`src/tblf_pkg.sv`:
```
// Shared constants, operation codes and interface types of the label fusion block.
package tblf_pkg;

    localparam int ENTRIES = 3;
    localparam int MERGED  = 2 * ENTRIES;

    localparam int COLOR_W = 24;
    localparam int CONF_W  = 17;
    localparam int PART_W  = CONF_W + 1;
    localparam int MUL_W   = CONF_W + PART_W;
    localparam int PROD_W  = MUL_W - 16;
    localparam int TOT_W   = PROD_W + $clog2(MERGED + 2);
    localparam int LACC_W  = CONF_W + $clog2(ENTRIES + 1) + 1;
    localparam int LIDX_W  = (ENTRIES > 1) ? $clog2(ENTRIES) : 1;
    localparam int MIDX_W  = $clog2(MERGED);
    localparam int NCNT_W  = $clog2(MERGED + 1);
    localparam int CNT_W   = $clog2(ENTRIES + 1);
    localparam int QUO_W   = 17;
    localparam int QCNT_W  = $clog2(QUO_W + 1);
    localparam int CFG_IDX_W = 1;

    localparam logic [CONF_W-1:0] ONE_Q16     = CONF_W'(65536);
    localparam logic [CONF_W-1:0] EPS_RESET   = CONF_W'(66);
    localparam logic [CONF_W-1:0] SHARE_RESET = CONF_W'(52429);

    localparam logic [CFG_IDX_W-1:0] REG_EPSILON = 1'b0;
    localparam logic [CFG_IDX_W-1:0] REG_SHARE   = 1'b1;

    localparam logic [4:0] OP_NONE   = 5'd0;
    localparam logic [4:0] OP_INIT   = 5'd1;
    localparam logic [4:0] OP_LACC   = 5'd2;
    localparam logic [4:0] OP_LFLOOR = 5'd3;
    localparam logic [4:0] OP_SH1    = 5'd4;
    localparam logic [4:0] OP_PR1    = 5'd5;
    localparam logic [4:0] OP_ST1    = 5'd6;
    localparam logic [4:0] OP_SH2    = 5'd7;
    localparam logic [4:0] OP_PR2    = 5'd8;
    localparam logic [4:0] OP_ST2    = 5'd9;
    localparam logic [4:0] OP_TMUL   = 5'd10;
    localparam logic [4:0] OP_TADD   = 5'd11;
    localparam logic [4:0] OP_DINIT  = 5'd12;
    localparam logic [4:0] OP_DSTEP  = 5'd13;
    localparam logic [4:0] OP_DDONE  = 5'd14;
    localparam logic [4:0] OP_SINIT  = 5'd15;
    localparam logic [4:0] OP_SSCAN  = 5'd16;
    localparam logic [4:0] OP_EMIT   = 5'd17;

    typedef struct packed {
        logic [4:0]        op;
        logic [MIDX_W-1:0] idx;
        logic              load;
        logic              last;
    } tblf_cmd_t;

    typedef struct packed {
        logic              start_req;
        logic              hit2;
        logic              out_free;
        logic [NCNT_W-1:0] n;
    } tblf_status_t;

endpackage

```
`src/tblf_ctrl.sv`:
```
// Sequencing state machine of the label fusion block.
module tblf_ctrl
    import tblf_pkg::*;
(
    input  logic         clk,
    input  logic         rst_n,
    input  logic         in_valid,
    output logic         in_stall,
    input  tblf_status_t status,
    output tblf_cmd_t    cmd
);

    localparam logic [4:0] S_IDLE   = 5'd0;
    localparam logic [4:0] S_INIT   = 5'd1;
    localparam logic [4:0] S_LACC   = 5'd2;
    localparam logic [4:0] S_LFLOOR = 5'd3;
    localparam logic [4:0] S_SH1    = 5'd4;
    localparam logic [4:0] S_PR1    = 5'd5;
    localparam logic [4:0] S_ST1    = 5'd6;
    localparam logic [4:0] S_SH2    = 5'd7;
    localparam logic [4:0] S_PR2    = 5'd8;
    localparam logic [4:0] S_ST2    = 5'd9;
    localparam logic [4:0] S_TMUL   = 5'd10;
    localparam logic [4:0] S_TADD   = 5'd11;
    localparam logic [4:0] S_DINIT  = 5'd12;
    localparam logic [4:0] S_DSTEP  = 5'd13;
    localparam logic [4:0] S_DDONE  = 5'd14;
    localparam logic [4:0] S_SINIT  = 5'd15;
    localparam logic [4:0] S_SSCAN  = 5'd16;
    localparam logic [4:0] S_EMIT   = 5'd17;

    localparam logic [MIDX_W-1:0] LIST_END = MIDX_W'(ENTRIES - 1);
    localparam logic [LIDX_W-1:0] K_END    = LIDX_W'(ENTRIES - 1);
    localparam logic [QCNT_W-1:0] Q_END    = QCNT_W'(QUO_W - 1);

    logic [4:0]        state_reg, state_next;
    logic [MIDX_W-1:0] idx_reg, idx_next;
    logic [LIDX_W-1:0] k_reg, k_next;
    logic [QCNT_W-1:0] qcnt_reg, qcnt_next;
    logic              idx_at_n;

    assign idx_at_n = (NCNT_W'(idx_reg) + NCNT_W'(1)) == status.n;
    assign in_stall = (state_reg != S_IDLE);

    always_comb
    begin
        state_next = state_reg;
        idx_next   = idx_reg;
        k_next     = k_reg;
        qcnt_next  = qcnt_reg;
        cmd.op     = OP_NONE;
        cmd.idx    = idx_reg;
        cmd.load   = in_valid && (state_reg == S_IDLE);
        cmd.last   = (k_reg == K_END);
        unique case (state_reg)
            S_IDLE:
            begin
                if (in_valid && status.start_req)
                begin
                    state_next = S_INIT;
                end
            end
            S_INIT:
            begin
                cmd.op     = OP_INIT;
                idx_next   = '0;
                state_next = S_LACC;
            end
            S_LACC:
            begin
                cmd.op   = OP_LACC;
                idx_next = idx_reg + MIDX_W'(1);
                if (idx_reg == LIST_END)
                begin
                    idx_next   = '0;
                    state_next = S_LFLOOR;
                end
            end
            S_LFLOOR:
            begin
                cmd.op     = OP_LFLOOR;
                state_next = S_SH1;
            end
            S_SH1:
            begin
                cmd.op     = OP_SH1;
                state_next = S_PR1;
            end
            S_PR1:
            begin
                cmd.op     = OP_PR1;
                state_next = S_ST1;
            end
            S_ST1:
            begin
                cmd.op   = OP_ST1;
                idx_next = idx_reg + MIDX_W'(1);
                state_next = S_SH1;
                if (idx_reg == LIST_END)
                begin
                    idx_next   = '0;
                    state_next = S_SH2;
                end
            end
            S_SH2:
            begin
                if (status.hit2)
                begin
                    idx_next = idx_reg + MIDX_W'(1);
                    if (idx_reg == LIST_END)
                    begin
                        state_next = S_TMUL;
                    end
                end
                else
                begin
                    cmd.op     = OP_SH2;
                    state_next = S_PR2;
                end
            end
            S_PR2:
            begin
                cmd.op     = OP_PR2;
                state_next = S_ST2;
            end
            S_ST2:
            begin
                cmd.op     = OP_ST2;
                idx_next   = idx_reg + MIDX_W'(1);
                state_next = (idx_reg == LIST_END) ? S_TMUL : S_SH2;
            end
            S_TMUL:
            begin
                cmd.op     = OP_TMUL;
                state_next = S_TADD;
            end
            S_TADD:
            begin
                cmd.op     = OP_TADD;
                idx_next   = '0;
                state_next = S_DINIT;
            end
            S_DINIT:
            begin
                cmd.op     = OP_DINIT;
                qcnt_next  = '0;
                state_next = S_DSTEP;
            end
            S_DSTEP:
            begin
                cmd.op    = OP_DSTEP;
                qcnt_next = qcnt_reg + QCNT_W'(1);
                if (qcnt_reg == Q_END)
                begin
                    state_next = S_DDONE;
                end
            end
            S_DDONE:
            begin
                cmd.op   = OP_DDONE;
                idx_next = idx_reg + MIDX_W'(1);
                state_next = S_DINIT;
                if (idx_at_n)
                begin
                    k_next     = '0;
                    state_next = S_SINIT;
                end
            end
            S_SINIT:
            begin
                cmd.op     = OP_SINIT;
                idx_next   = '0;
                state_next = S_SSCAN;
            end
            S_SSCAN:
            begin
                cmd.op   = OP_SSCAN;
                idx_next = idx_reg + MIDX_W'(1);
                if (idx_at_n)
                begin
                    state_next = S_EMIT;
                end
            end
            S_EMIT:
            begin
                if (status.out_free)
                begin
                    cmd.op     = OP_EMIT;
                    k_next     = k_reg + LIDX_W'(1);
                    state_next = (k_reg == K_END) ? S_IDLE : S_SINIT;
                end
            end
            default:
            begin
                state_next = S_IDLE;
            end
        endcase
    end

    always_ff @(posedge clk or negedge rst_n)
    begin
        if (!rst_n)
        begin
            state_reg <= S_IDLE;
            idx_reg   <= '0;
            k_reg     <= '0;
            qcnt_reg  <= '0;
        end
        else
        begin
            state_reg <= state_next;
            idx_reg   <= idx_next;
            k_reg     <= k_next;
            qcnt_reg  <= qcnt_next;
        end
    end

endmodule

```
`src/tblf_dp.sv`:
```
// Datapath of the label fusion block: list storage, shared multiplier, divider and selection.
module tblf_dp
    import tblf_pkg::*;
(
    input  logic                 clk,
    input  logic                 rst_n,
    input  logic                 cfg_we,
    input  logic [CFG_IDX_W-1:0] cfg_index,
    input  logic [CONF_W-1:0]    cfg_data,
    input  logic                 second_list,
    input  logic [COLOR_W-1:0]   label_color,
    input  logic [CONF_W-1:0]    confidence,
    input  logic                 last_entry,
    input  logic                 out_stall,
    output logic                 out_valid,
    output logic [COLOR_W-1:0]   fused_color,
    output logic [CONF_W-1:0]    fused_confidence,
    output logic                 last_result,
    input  tblf_cmd_t            cmd,
    output tblf_status_t         status
);

    logic [CONF_W-1:0]  eps_reg, share_reg;
    logic [CNT_W-1:0]   cnt1_reg, cnt2_reg;

    logic [COLOR_W-1:0] col1_reg [ENTRIES];
    logic [CONF_W-1:0]  conf1_reg [ENTRIES];
    logic [COLOR_W-1:0] col2_reg [ENTRIES];
    logic [CONF_W-1:0]  conf2_reg [ENTRIES];

    logic signed [LACC_W-1:0] lacc1_reg, lacc2_reg;
    logic [CONF_W-1:0]  left1_reg, left2_reg;
    logic [MUL_W-1:0]   mul_reg;

    logic [COLOR_W-1:0] mcol_reg [MERGED];
    logic [PROD_W-1:0]  mprod_reg [MERGED];
    logic [CONF_W-1:0]  mconf_reg [MERGED];
    logic [MERGED-1:0]  used_reg;
    logic [NCNT_W-1:0]  n_reg;
    logic [TOT_W-1:0]   sum_reg, total_reg, rem_reg;
    logic [QUO_W-1:0]   low_reg, q_reg;
    logic [MIDX_W-1:0]  best_reg;
    logic               best_ok_reg;
    logic [CONF_W-1:0]  best_conf_reg;

    logic               out_valid_reg;
    logic [COLOR_W-1:0] out_color_reg;
    logic [CONF_W-1:0]  out_conf_reg;
    logic               out_last_reg;

    logic [LIDX_W-1:0]  li;
    logic [MIDX_W-1:0]  n_idx;
    logic               hit1, hit2;
    logic [CONF_W-1:0]  match_conf;
    logic [PART_W-1:0]  part, c2;
    logic [PROD_W-1:0]  prod;
    logic [CONF_W-1:0]  mul_a;
    logic [PART_W-1:0]  mul_b;
    logic [CONF_W-1:0]  left1_sat, left2_sat;
    logic signed [LACC_W-1:0] eps_s;
    logic [TOT_W:0]     trial;
    logic               trial_ge;
    logic [QUO_W-1:0]   quo;
    logic               out_free;

    assign li    = cmd.idx[LIDX_W-1:0];
    assign n_idx = n_reg[MIDX_W-1:0];
    assign part  = mul_reg[PART_W+15:16];
    assign prod  = mul_reg[MUL_W-1:16];
    assign eps_s = $signed({{(LACC_W-CONF_W){1'b0}}, eps_reg});
    assign out_free = !out_valid_reg || !out_stall;

    // First list-two match for list-one entry li; hit2: list-two entry li is in list one.
    always_comb
    begin
        hit1       = 1'b0;
        match_conf = '0;
        hit2       = 1'b0;
        for (int j = ENTRIES - 1; j >= 0; j--)
        begin
            if (col1_reg[li] == col2_reg[j])
            begin
                hit1       = 1'b1;
                match_conf = conf2_reg[j];
            end
            if (col2_reg[li] == col1_reg[j])
            begin
                hit2 = 1'b1;
            end
        end
    end

    assign c2 = hit1 ? {1'b0, match_conf} : part;
    assign left1_sat = (part >= {1'b0, left1_reg}) ? '0 : (left1_reg - part[CONF_W-1:0]);
    assign left2_sat = (part >= {1'b0, left2_reg}) ? '0 : (left2_reg - part[CONF_W-1:0]);

    always_comb
    begin
        mul_a = '0;
        mul_b = '0;
        case (cmd.op)
            OP_SH1:
            begin
                mul_a = share_reg;
                mul_b = {1'b0, left2_reg};
            end
            OP_PR1:
            begin
                mul_a = conf1_reg[li];
                mul_b = c2;
            end
            OP_SH2:
            begin
                mul_a = share_reg;
                mul_b = {1'b0, left1_reg};
            end
            OP_PR2:
            begin
                mul_a = conf2_reg[li];
                mul_b = part;
            end
            OP_TMUL:
            begin
                mul_a = left1_reg;
                mul_b = {1'b0, left2_reg};
            end
            default:
            begin
                mul_a = '0;
                mul_b = '0;
            end
        endcase
    end

    assign trial    = {rem_reg, low_reg[QUO_W-1]};
    assign trial_ge = trial >= {1'b0, total_reg};
    assign quo      = (total_reg == '0) ? '0 : q_reg;

    assign status.start_req = second_list && last_entry;
    assign status.hit2      = hit2;
    assign status.out_free  = out_free;
    assign status.n         = n_reg;

    // Configuration and control state.
    always_ff @(posedge clk or negedge rst_n)
    begin
        if (!rst_n)
        begin
            eps_reg       <= EPS_RESET;
            share_reg     <= SHARE_RESET;
            cnt1_reg      <= '0;
            cnt2_reg      <= '0;
            n_reg         <= '0;
            used_reg      <= '0;
            best_ok_reg   <= 1'b0;
            out_valid_reg <= 1'b0;
        end
        else
        begin
            if (cfg_we)
            begin
                unique case (cfg_index)
                    REG_EPSILON: eps_reg   <= cfg_data;
                    REG_SHARE:   share_reg <= cfg_data;
                    default:     eps_reg   <= eps_reg;
                endcase
            end
            if (cmd.load)
            begin
                if (!second_list && (cnt1_reg < CNT_W'(ENTRIES)))
                begin
                    cnt1_reg <= cnt1_reg + CNT_W'(1);
                end
                if (second_list && (cnt2_reg < CNT_W'(ENTRIES)))
                begin
                    cnt2_reg <= cnt2_reg + CNT_W'(1);
                end
            end
            if (out_valid_reg && !out_stall)
            begin
                out_valid_reg <= 1'b0;
            end
            case (cmd.op) inside
                OP_INIT:
                begin
                    n_reg    <= '0;
                    used_reg <= '0;
                end
                OP_ST1, OP_ST2:
                begin
                    n_reg <= n_reg + NCNT_W'(1);
                end
                OP_SINIT:
                begin
                    best_ok_reg <= 1'b0;
                end
                OP_SSCAN:
                begin
                    if (!used_reg[cmd.idx]
                        && (!best_ok_reg || (mconf_reg[cmd.idx] > best_conf_reg)))
                    begin
                        best_ok_reg <= 1'b1;
                    end
                end
                OP_EMIT:
                begin
                    used_reg[best_reg] <= 1'b1;
                    out_valid_reg      <= 1'b1;
                    if (cmd.last)
                    begin
                        cnt1_reg <= '0;
                        cnt2_reg <= '0;
                    end
                end
                default:
                begin
                    n_reg <= n_reg;
                end
            endcase
        end
    end

    // Payload storage and arithmetic.
    always_ff @(posedge clk)
    begin
        if (cmd.load)
        begin
            if (!second_list && (cnt1_reg < CNT_W'(ENTRIES)))
            begin
                col1_reg[cnt1_reg[LIDX_W-1:0]]  <= label_color;
                conf1_reg[cnt1_reg[LIDX_W-1:0]] <= confidence;
            end
            if (second_list && (cnt2_reg < CNT_W'(ENTRIES)))
            begin
                col2_reg[cnt2_reg[LIDX_W-1:0]]  <= label_color;
                conf2_reg[cnt2_reg[LIDX_W-1:0]] <= confidence;
            end
        end
        case (cmd.op) inside
            OP_INIT:
            begin
                lacc1_reg <= LACC_W'(ONE_Q16);
                lacc2_reg <= LACC_W'(ONE_Q16);
                sum_reg   <= '0;
            end
            OP_LACC:
            begin
                lacc1_reg <= lacc1_reg - $signed({{(LACC_W-CONF_W){1'b0}}, conf1_reg[li]});
                lacc2_reg <= lacc2_reg - $signed({{(LACC_W-CONF_W){1'b0}}, conf2_reg[li]});
            end
            OP_LFLOOR:
            begin
                left1_reg <= (lacc1_reg <= eps_s) ? eps_reg : lacc1_reg[CONF_W-1:0];
                left2_reg <= (lacc2_reg <= eps_s) ? eps_reg : lacc2_reg[CONF_W-1:0];
            end
            OP_SH1, OP_SH2, OP_TMUL:
            begin
                mul_reg <= mul_a * mul_b;
            end
            OP_PR1:
            begin
                mul_reg <= mul_a * mul_b;
                if (!hit1)
                begin
                    left2_reg <= left2_sat;
                end
            end
            OP_PR2:
            begin
                mul_reg   <= mul_a * mul_b;
                left1_reg <= left1_sat;
            end
            OP_ST1:
            begin
                mcol_reg[n_idx]  <= col1_reg[li];
                mprod_reg[n_idx] <= prod;
                sum_reg          <= sum_reg + TOT_W'(prod);
            end
            OP_ST2:
            begin
                mcol_reg[n_idx]  <= col2_reg[li];
                mprod_reg[n_idx] <= prod;
                sum_reg          <= sum_reg + TOT_W'(prod);
            end
            OP_TADD:
            begin
                total_reg <= sum_reg + TOT_W'(prod);
            end
            OP_DINIT:
            begin
                rem_reg <= TOT_W'(mprod_reg[cmd.idx] >> 1);
                low_reg <= {mprod_reg[cmd.idx][0], {(QUO_W-1){1'b0}}};
                q_reg   <= '0;
            end
            OP_DSTEP:
            begin
                rem_reg <= trial_ge ? TOT_W'(trial - {1'b0, total_reg}) : trial[TOT_W-1:0];
                q_reg   <= {q_reg[QUO_W-2:0], trial_ge};
                low_reg <= {low_reg[QUO_W-2:0], 1'b0};
            end
            OP_DDONE:
            begin
                mconf_reg[cmd.idx] <= (quo < eps_reg) ? eps_reg : quo;
            end
            OP_SSCAN:
            begin
                if (!used_reg[cmd.idx]
                    && (!best_ok_reg || (mconf_reg[cmd.idx] > best_conf_reg)))
                begin
                    best_reg      <= cmd.idx;
                    best_conf_reg <= mconf_reg[cmd.idx];
                end
            end
            OP_EMIT:
            begin
                out_color_reg <= mcol_reg[best_reg];
                out_conf_reg  <= best_conf_reg;
                out_last_reg  <= cmd.last;
            end
            default:
            begin
                q_reg <= q_reg;
            end
        endcase
    end

    assign out_valid        = out_valid_reg;
    assign fused_color      = out_color_reg;
    assign fused_confidence = out_conf_reg;
    assign last_result      = out_last_reg;

endmodule

```
`src/topk_bayesian_label_fusion.sv`:
```
// Top level of the top-k Bayesian label fusion block.
//
// Usage: the input channel carries one list entry per transfer. An entry with
// second_list low goes to the first list, with second_list high to the second
// list; each list keeps up to ENTRIES entries and ignores extra ones. Entries
// load at one per cycle while in_stall is low. A second-list entry with
// last_entry high is stored and then starts a fusion, during which in_stall
// stays high. A fusion first works out the leftover masses and the products
// on the shared multiplier, then runs each merged entry through the
// bit-serial divider, and then runs the top-k scan, which visits every merged
// entry once per result. The output channel then delivers ENTRIES results,
// best first, with last_result high on the final one. A result sits in an
// output register; the next one is loaded only after it is taken, so a
// stalling receiver simply holds the fusion. Once the last result is loaded,
// new entries are taken even while that result still waits. Configuration
// writes go through the plain write port; the user must keep them to times
// when the block is idle, as the block itself does not enforce this. Reset
// restores epsilon and share to their defaults, empties both lists and drops
// any pending result.
module topk_bayesian_label_fusion
    import tblf_pkg::*;
(
    input  logic                 clk,
    input  logic                 rst_n,
    input  logic                 cfg_we,
    input  logic [CFG_IDX_W-1:0] cfg_index,
    input  logic [CONF_W-1:0]    cfg_data,
    input  logic                 in_valid,
    output logic                 in_stall,
    input  logic                 second_list,
    input  logic [COLOR_W-1:0]   label_color,
    input  logic [CONF_W-1:0]    confidence,
    input  logic                 last_entry,
    output logic                 out_valid,
    input  logic                 out_stall,
    output logic [COLOR_W-1:0]   fused_color,
    output logic [CONF_W-1:0]    fused_confidence,
    output logic                 last_result
);

    tblf_cmd_t    cmd;
    tblf_status_t status;

    // The controller walks the fusion steps; the datapath holds all data.
    tblf_ctrl u_ctrl (
        .clk      (clk),
        .rst_n    (rst_n),
        .in_valid (in_valid),
        .in_stall (in_stall),
        .status   (status),
        .cmd      (cmd)
    );

    tblf_dp u_dp (
        .clk              (clk),
        .rst_n            (rst_n),
        .cfg_we           (cfg_we),
        .cfg_index        (cfg_index),
        .cfg_data         (cfg_data),
        .second_list      (second_list),
        .label_color      (label_color),
        .confidence       (confidence),
        .last_entry       (last_entry),
        .out_stall        (out_stall),
        .out_valid        (out_valid),
        .fused_color      (fused_color),
        .fused_confidence (fused_confidence),
        .last_result      (last_result),
        .cmd              (cmd),
        .status           (status)
    );

endmodule

```
`config.mk`:
```
export PLATFORM = sky130hd
export DESIGN_NAME = topk_bayesian_label_fusion
export DESIGN_NICKNAME = d
export VERILOG_FILES = /design/src/tblf_pkg.sv /design/src/tblf_ctrl.sv /design/src/tblf_dp.sv /design/src/topk_bayesian_label_fusion.sv
export SDC_FILE = /design/constraint.sdc
export NUM_CORES = 2
export LEC_CHECK = 0
export BUFFER_PORTS_ARGS = -buffer_cell sky130_fd_sc_hd__buf_4
export CAP_MARGIN = 10
export CORE_MARGIN = 2
export CORE_UTILIZATION = 48
export DETAILED_ROUTE_END_ITERATION = 7
export GPL_TIMING_DRIVEN = 0
export PLACE_DENSITY = 0.65
export RECOVER_POWER = 100
export SLEW_MARGIN = 30
export SYNTH_ARGS = -nofsm -noshare
export SYNTH_HDL_FRONTEND = slang
export SYNTH_SLANG_ARGS = --single-unit
```
`constraint.sdc`:
```
create_clock -name clk -period 10.21 [get_ports clk]
set_input_delay 2.042 -clock clk [delete_from_list [all_inputs] [get_ports clk]]
set_output_delay 2.042 -clock clk [all_outputs]
set_load 0.01 [all_outputs]
```
# == Yosys cells after proc, flatten, opt, wreduce, memory -nomap -nowiden ==
# Memory sizes are Yosys's and may differ from the RTL's. A register that Yosys moved wholly into a read port is not among the register bits.
# Cells that the tools add are included.
# totals
register_bits,310
ram_bits,606
inputBits,66
out_inout_bits,44
elab_cells,321
memories,7
# classes
addsub,12
multipliers,1
order_cmp,12
eq_ne,58
muxes,133
bitwise,18
n_reduce_logical,52
# mem_list
name,depth,width,rd,rd_ports_with_merged_regs,wr,line_no,rtl
u_dp.mcol_reg,6,24,1,1,1,tblf_dp.sv:35,logic [COLOR_W-1:0] mcol_reg [MERGED];
u_dp.mprod_reg,6,19,1,0,1,tblf_dp.sv:36,logic [PROD_W-1:0] mprod_reg [MERGED];
u_dp.mconf_reg,6,17,1,0,1,tblf_dp.sv:37,logic [CONF_W-1:0] mconf_reg [MERGED];
u_dp.col1_reg,3,24,4,0,1,tblf_dp.sv:26,logic [COLOR_W-1:0] col1_reg [ENTRIES];
u_dp.col2_reg,3,24,4,0,1,tblf_dp.sv:28,logic [COLOR_W-1:0] col2_reg [ENTRIES];
u_dp.conf1_reg,3,17,1,0,1,tblf_dp.sv:27,logic [CONF_W-1:0] conf1_reg [ENTRIES];
+1 memories,n/a,n/a,n/a,n/a,n/a,n/a,
# ops
op,count
$mux 17,20
$eq 24x24->1,6
$mux 35,3
$pmux 5 s18,1
$mux 22,4
$pmux 5 s17,1
$eq 5x4->1 const B,16
$pmux 18 s4,1
$pmux 17 s4,1
$mux 1,53
$eq 5x3->1 const B,8
$le 20x18->1,2
$mux 2,20
$mux 5,8
$sub 20x18->20,2
$ge 18x17->1,2
$mux 18,2
$mul 17x18->35,1
$sub 17x17->17,2
$mux 6,5
$reduce_and 14->1,2
$eq 5x5->1 const B,5
$mux 24,1
$ge 23x22->1,1
47 further kinds,119

# == Logic depth before layout (Yosys ltp) ==
# An unclocked memory read counts as a cell.
# depth
word_depth,21
mapped_depth,37
depth_no_buf,33

# == Hierarchy ==
# From an unflattened synthesis, not the netlist that was laid out.
# unflattened
hier_cells,4694
area_unflattened_um2,57162.3
# by_module_without_submodules
mod,n_inst,cells_each,area_each_um2,seq_area_each_um2
tblf_dp,1,4538,55827.3,27945.6
tblf_ctrl,1,156,1335.0,375.4

# == Worst setup path before layout ==
# OpenSTA, ideal clock, no wires.
# synth_timing
path_kind,reg2reg
from,register u_ctrl.idx_reg[0]
to,register u_dp.mul_reg[34] (data pin)
setup_time_ns,0.260
arrival_time_ns,8.623
t_required_ns,9.950
slack_ns,1.327
stages_incl_launch_ff,36
path_buffers,4
period_less_slack_ns,8.883
cell_sequence,dfrtp_1 > buf_6 > buf_6 > mux4_2 > xnor2_1 > nand4_1 > nor4_1 > nand3_1 > nand3_2 > nor3_2 > a21o_1 > buf_6 > a221o_1 > buf_2 > and2_1 > fa_1 > inv_1 > fa_1 > fa_1 > inv_1 > fa_1 > fa_1 > inv_1 > fa_1 > inv_1 > ha_1 > a2111oi_0 > nand3_1 > a31oi_1 > o21ai_1 > a221o_1 > a41o_1 > o41ai_2 > o211ai_1 > a31oi_1 > xnor2_1
# synth_between
elab_chain_len,14
elab_cells_between_ends,36
classes_between,mul: 1; eq/ne: 11; mux: 17; reduce/logical: 3; memory: 4
# synth_rtl
element,line_no,rtl
from (decl),tblf_ctrl.sv:37,"logic [MIDX_W-1:0] idx_reg, idx_next;"
from (signal assigned),tblf_ctrl.sv:212,idx_reg <= idx_next;
$mem_v2 3x24,n/a,
$eq 24x24->1,tblf_dp.sv:86,if (col2_reg[li] == col1_reg[j])
$mux 1 (3 in a row),tblf_dp.sv:86,
$mux 3,tblf_ctrl.sv:107,if (status.hit2)
$pmux 5 s17,tblf_ctrl.sv:55,unique case (state_reg)
$eq 5x3->1 / $eq 5x4->1 (equally long branches),tblf_dp.sv:101,case (cmd.op)
$reduce_or 2->1 (no source line),n/a,
$pmux 17 s4 / $pmux 18 s4 (equally long branches),tblf_dp.sv:101,
$mul 17x18->35,"tblf_dp.sv:258, tblf_dp.sv:262, tblf_dp.sv:270",
$mux 35 (2 in a row),tblf_dp.sv:239,case (cmd.op) inside
$mux 35 *,tblf_dp.sv:239,
to (signal assigned),tblf_dp.sv:258,mul_reg <= mul_a * mul_b;
to (signal assigned),tblf_dp.sv:262,mul_reg <= mul_a * mul_b;
to (signal assigned),tblf_dp.sv:270,mul_reg <= mul_a * mul_b;
to (decl),tblf_dp.sv:33,logic [MUL_W-1:0] mul_reg;
# Mark *: on every way between the ends. The rest lies on a longest branch, timed or not. The select of a mux whose other input is x is not followed.
# A chain may end at the register's enable or synchronous reset.

# == Final worst setup path ==
# layout_timing
from,register u_ctrl.idx_reg[0]
to,register u_dp.mul_reg[30] (data pin)
# The elaborated chain is that of the path after synthesis.

==> summary.txt <==
Outcome
  • Status: finished, final reports clean

Route
  • Routed wire length: 168 mm
  • Via count: between 30000 and 40000
  • Detail Route Antenna Nets: 0
  • DR vias/cell: 5.83
  • DR pass1 iterations: 6
  • # DRC: 0
  • Routed len/inst: ~25 um
  • Drt first-iter violations: approximately 4500

Critical path
  • Crit Path Max Fanout: 10
  • Crit-path max cell delay: roughly 580 ps
  • Setup crit end kind: register
  • Worst path bufs/invs: 9
  • Worst Path Class, Setup: register to register
  • Critical Path RT: 10650 ps
  • Critical path arrival: between 10000 and 15000 ps
  • Slowest CP cell: a222oi_1
  • CP dominant cell by count: fa_1
  • CP top delay family: adder cells
  • Startpoint types: register

Logic synthesis
  • Most common cell in the netlist: edfxtp_1
  • YS warnings: 0
  • Top_reg_cell synth: edfxtp_1
  • Library cells used by synthesis: 81
  • Proportion of synthesized chip area in sequential cells: 0.497
  • Synth area leader: edfxtp_1
  • Post-synth ARST share: 0.0657
  • EDFF count, synth: around 850
  • Mapped Area: 0.0570 mm^2
  • Most frequent cells after synthesis: edfxtp_1 (848), nand2_1 (481), inv_1 (423)
  • Syn Area/Cell: 12.1 um^2
  • Top area cells in the synthesized netlist: edfxtp_1 (45%), fa_1 (8.5%), ha_1 (7.2%)
  • Synth top area share: 0.447
  • FF+latch count, synth: a little under 1000
  • Gate Count Post-Synth: between 4000 and 5000

Cells and area
  • Post-route cell area: 0.0659 mm^2
  • Number of flip-flops in the largest register: ~140
  • Filler cells: 9818
  • Fraction of layout cells with a size suffix above 1: 0.148
  • Final #Nets: roughly 5800
  • Area delta synth->final: 15.7%

Clock network
  • Hold bufs inserted after CTS: 0
  • CTS tree: yes
  • Root Driver: clkbuf_16
  • Clock sink total: between 900 and 1000
  • Num CTS Buffers: just over 100
  • Clock Tree Buf Depth: 3
  • H-tree depth: 3
  • Skew-Pair Late Insertion Delay: 720 ps
  • Reg clk slew, reported paths: roughly 70 ps

Floorplan
  • Core Box Area: 0.118 mm^2
  • Die Wd: between 300 and 400 um
  • Die H: around 350 um
  • Core Rows: between 100 and 150
  • Initial Util: 0.483
  • # IOs: 110
  • Die area: roughly 0.12 mm^2

Timing
  • Final worst path period share: 0.999
  • Max Slew Vio Count: 0
  • Fmax: 0.0981 GHz
  • RSZ-0062 raised after global routing: yes
  • Slew @ Worst Pin: 1110 ps
  • Clk_skew: about 29 ps
  • Tmin final: between 10000 and 15000 ps
  • # setup viols final: 0
  • Final TNS setup: 0 ps
  • Relative slew slack: 0.262
  • Fin. Hold Viols: 0

Power
  • Maximum vdd drop: 0.160 mV
  • Part of the power in the clock network: 0.218
  • PwrDens: between 200 and 300 mW/mm^2
  • Pleak: 25.6 nW
  • Sw Ratio: 0.412
  • Logic pwr share: 0.468
  • P_sw: 0.00752 W
  • Cell internal pwr: between 0.01 and 0.015 W
  • Flop pwr share: 0.314

Global routing
  • Largest net degree at the start of global routing: 65
  • Global route overflow: 0
  • Initial antenna violation count: 9
  • Vias in the first global route: approximately 38000
  • Total global-route track usage: 0.272
  • First-pass GRT wire length: roughly 240 mm

Place
  • DP Wirelength: 125 mm
  • I/O Buffers: ~110
  • DP Area: 0.0608 mm^2
  • RD Place Congestion: approximately 0.95

Hold path
  • HP Class: register to register

Job
  • Max-cap violations: 0
-- final cells by class --
class	instances	area (um^2)	area share
multi-input combinational	3173	27300	0.414
sequential	974	28300	0.430
buffer	194	1060	0.0160
clock buffer	116	2630	0.0398
tap	1536	1920	0.0291
antenna	6	15.0	0.000228
clock inverter	77	968	0.0147
inverter	424	1590	0.0242
timing repair buffer	252	2140	0.0325
-- metal layers --
metal	part of all wire	vias to the layer above	GRT usage
li1	-	17700	-
met1	0.42	19600	0.377
met2	0.45	1747	0.419
met3	0.098	291	0.0694
met4	0.034	2	0.0890
met5	0.000078	-	0
-- cells in the final DEF (no fill, tap or decap), types with 35 or more instances in the layout --
| cell | Yosys | layout |
|---|---|---|
| xor2_1 | 62 | 61 |
| a21o_1 | 42 | 41 |
| mux2_2 | 44 | 44 |
| clkbuf_1 | 117 | 119 |
| ha_1 | 329 | 324 |
| inv_1 | 423 | 420 |
| buf_2 | 33 | 65 |
| o21ai_0 | 163 | 162 |
| mux2i_1 | 148 | 148 |
| nand3_1 | 78 | 78 |
| conb_1 | 1 | 65 |
| dfxtp_1 | 62 | 62 |
| buf_4 | 10 | 194 |
| o22ai_1 | 38 | 38 |
| mux4_2 | 93 | 93 |
| xnor2_2 | 0 | 35 |
| nor2_1 | 217 | 215 |
| edfxtp_1 | 848 | 848 |
| and2_1 | 159 | 151 |
| nand2_1 | 481 | 473 |
| nand4_1 | 51 | 51 |
| clkbuf_16 | 0 | 107 |
| dfrtp_1 | 53 | 52 |
| xnor2_1 | 199 | 159 |
| nor2b_1 | 38 | 38 |
| fa_1 | 243 | 236 |
| nor3_1 | 55 | 52 |
| a21oi_1 | 201 | 198 |
-- kinds of logic (layout without fill, tap and decap cells) --
family                     after synthesis  count (layout)  share of synthesized area
AOI/OAI and AO/OA                      771             771                     0.0891
xor gates and xnor gates               261             261                     0.0401
adders and majority gates              572             572                      0.158
buffers and inverters                  619            1063                     0.0436
DFF                                    974             974                      0.497
muxes                                  285             285                     0.0714
other                                    1              71                  0.0000658
and+or+nand+nor                       1219            1219                      0.101
-- power by group through the flow --
stage	Combinational (W)	Clock (W)	Sequential, W
2_1_floorplan	0.00549	0	0.00546
3_3_place_gp	0.00768	0	0.00579
3_5_place_dp	0.00782	0	0.00577
4_1_cts	0.00810	0.00402	0.00570
5_1_grt	0.00927	0.00418	0.00575
6_report	0.00854	0.00398	0.00573
-- worst reg2reg max path, delay by kind of cell, from the launching register on --
kind	cells	cell delay (ps)
XOR/XNOR	1	260
AND/OR/NAND/NOR	9	1690
flip-flops	1	450
AO/OA/AOI/OAI	9	2500
multiplexers	1	550
adder cells (fa/ha/maj)	7	3240
buffers and inverters	9	1200
-- metrics by stage --
step	setup slack (ps)	util	hold slack, ps	power (W)	instances
2_1_floorplan	1330	-	423	0.0109	4766
6_report	12.5	0.559	444	0.0182	6752
5_1_grt	-203	0.559	460	0.0192	6751
4_1_cts	5.25	0.552	446	0.0178	6703
3_5_place_dp	-2100	0.515	432	0.0136	6490
3_3_place_gp	-2110	0.509	436	0.0135	6411
-- repair_timing --
item | 4_1_cts | 5_1_grt
pin swaps | 36 | 60
resized for setup | 101 | 80
setup endpoints to repair | 19 | 9
endpoints found under the hold margin | 0 | 0
gates cloned | 1 | 5
setup buffers | 20 | 38
-- path summary, 6_finish.rpt --
check                      cells after the start  slack [ps]                        end                   start
setup / recovery                              36          10           u_dp.mul_reg[30]       u_ctrl.idx_reg[0]
hold / removal                                 0         440  u_dp.fused_confidence[13]  u_dp.best_conf_reg[13]
setup reg to reg                              36          10           u_dp.mul_reg[30]       u_ctrl.idx_reg[0]
hold reg to reg                                0         440  u_dp.fused_confidence[13]  u_dp.best_conf_reg[13]
max in group asynchronous                      1        8310          u_ctrl.idx_reg[0]                   rst_n
min in group asynchronous                      1        1350            u_dp.eps_reg[9]                   rst_n
No activity file was read; power rests on OpenSTA's default activity.
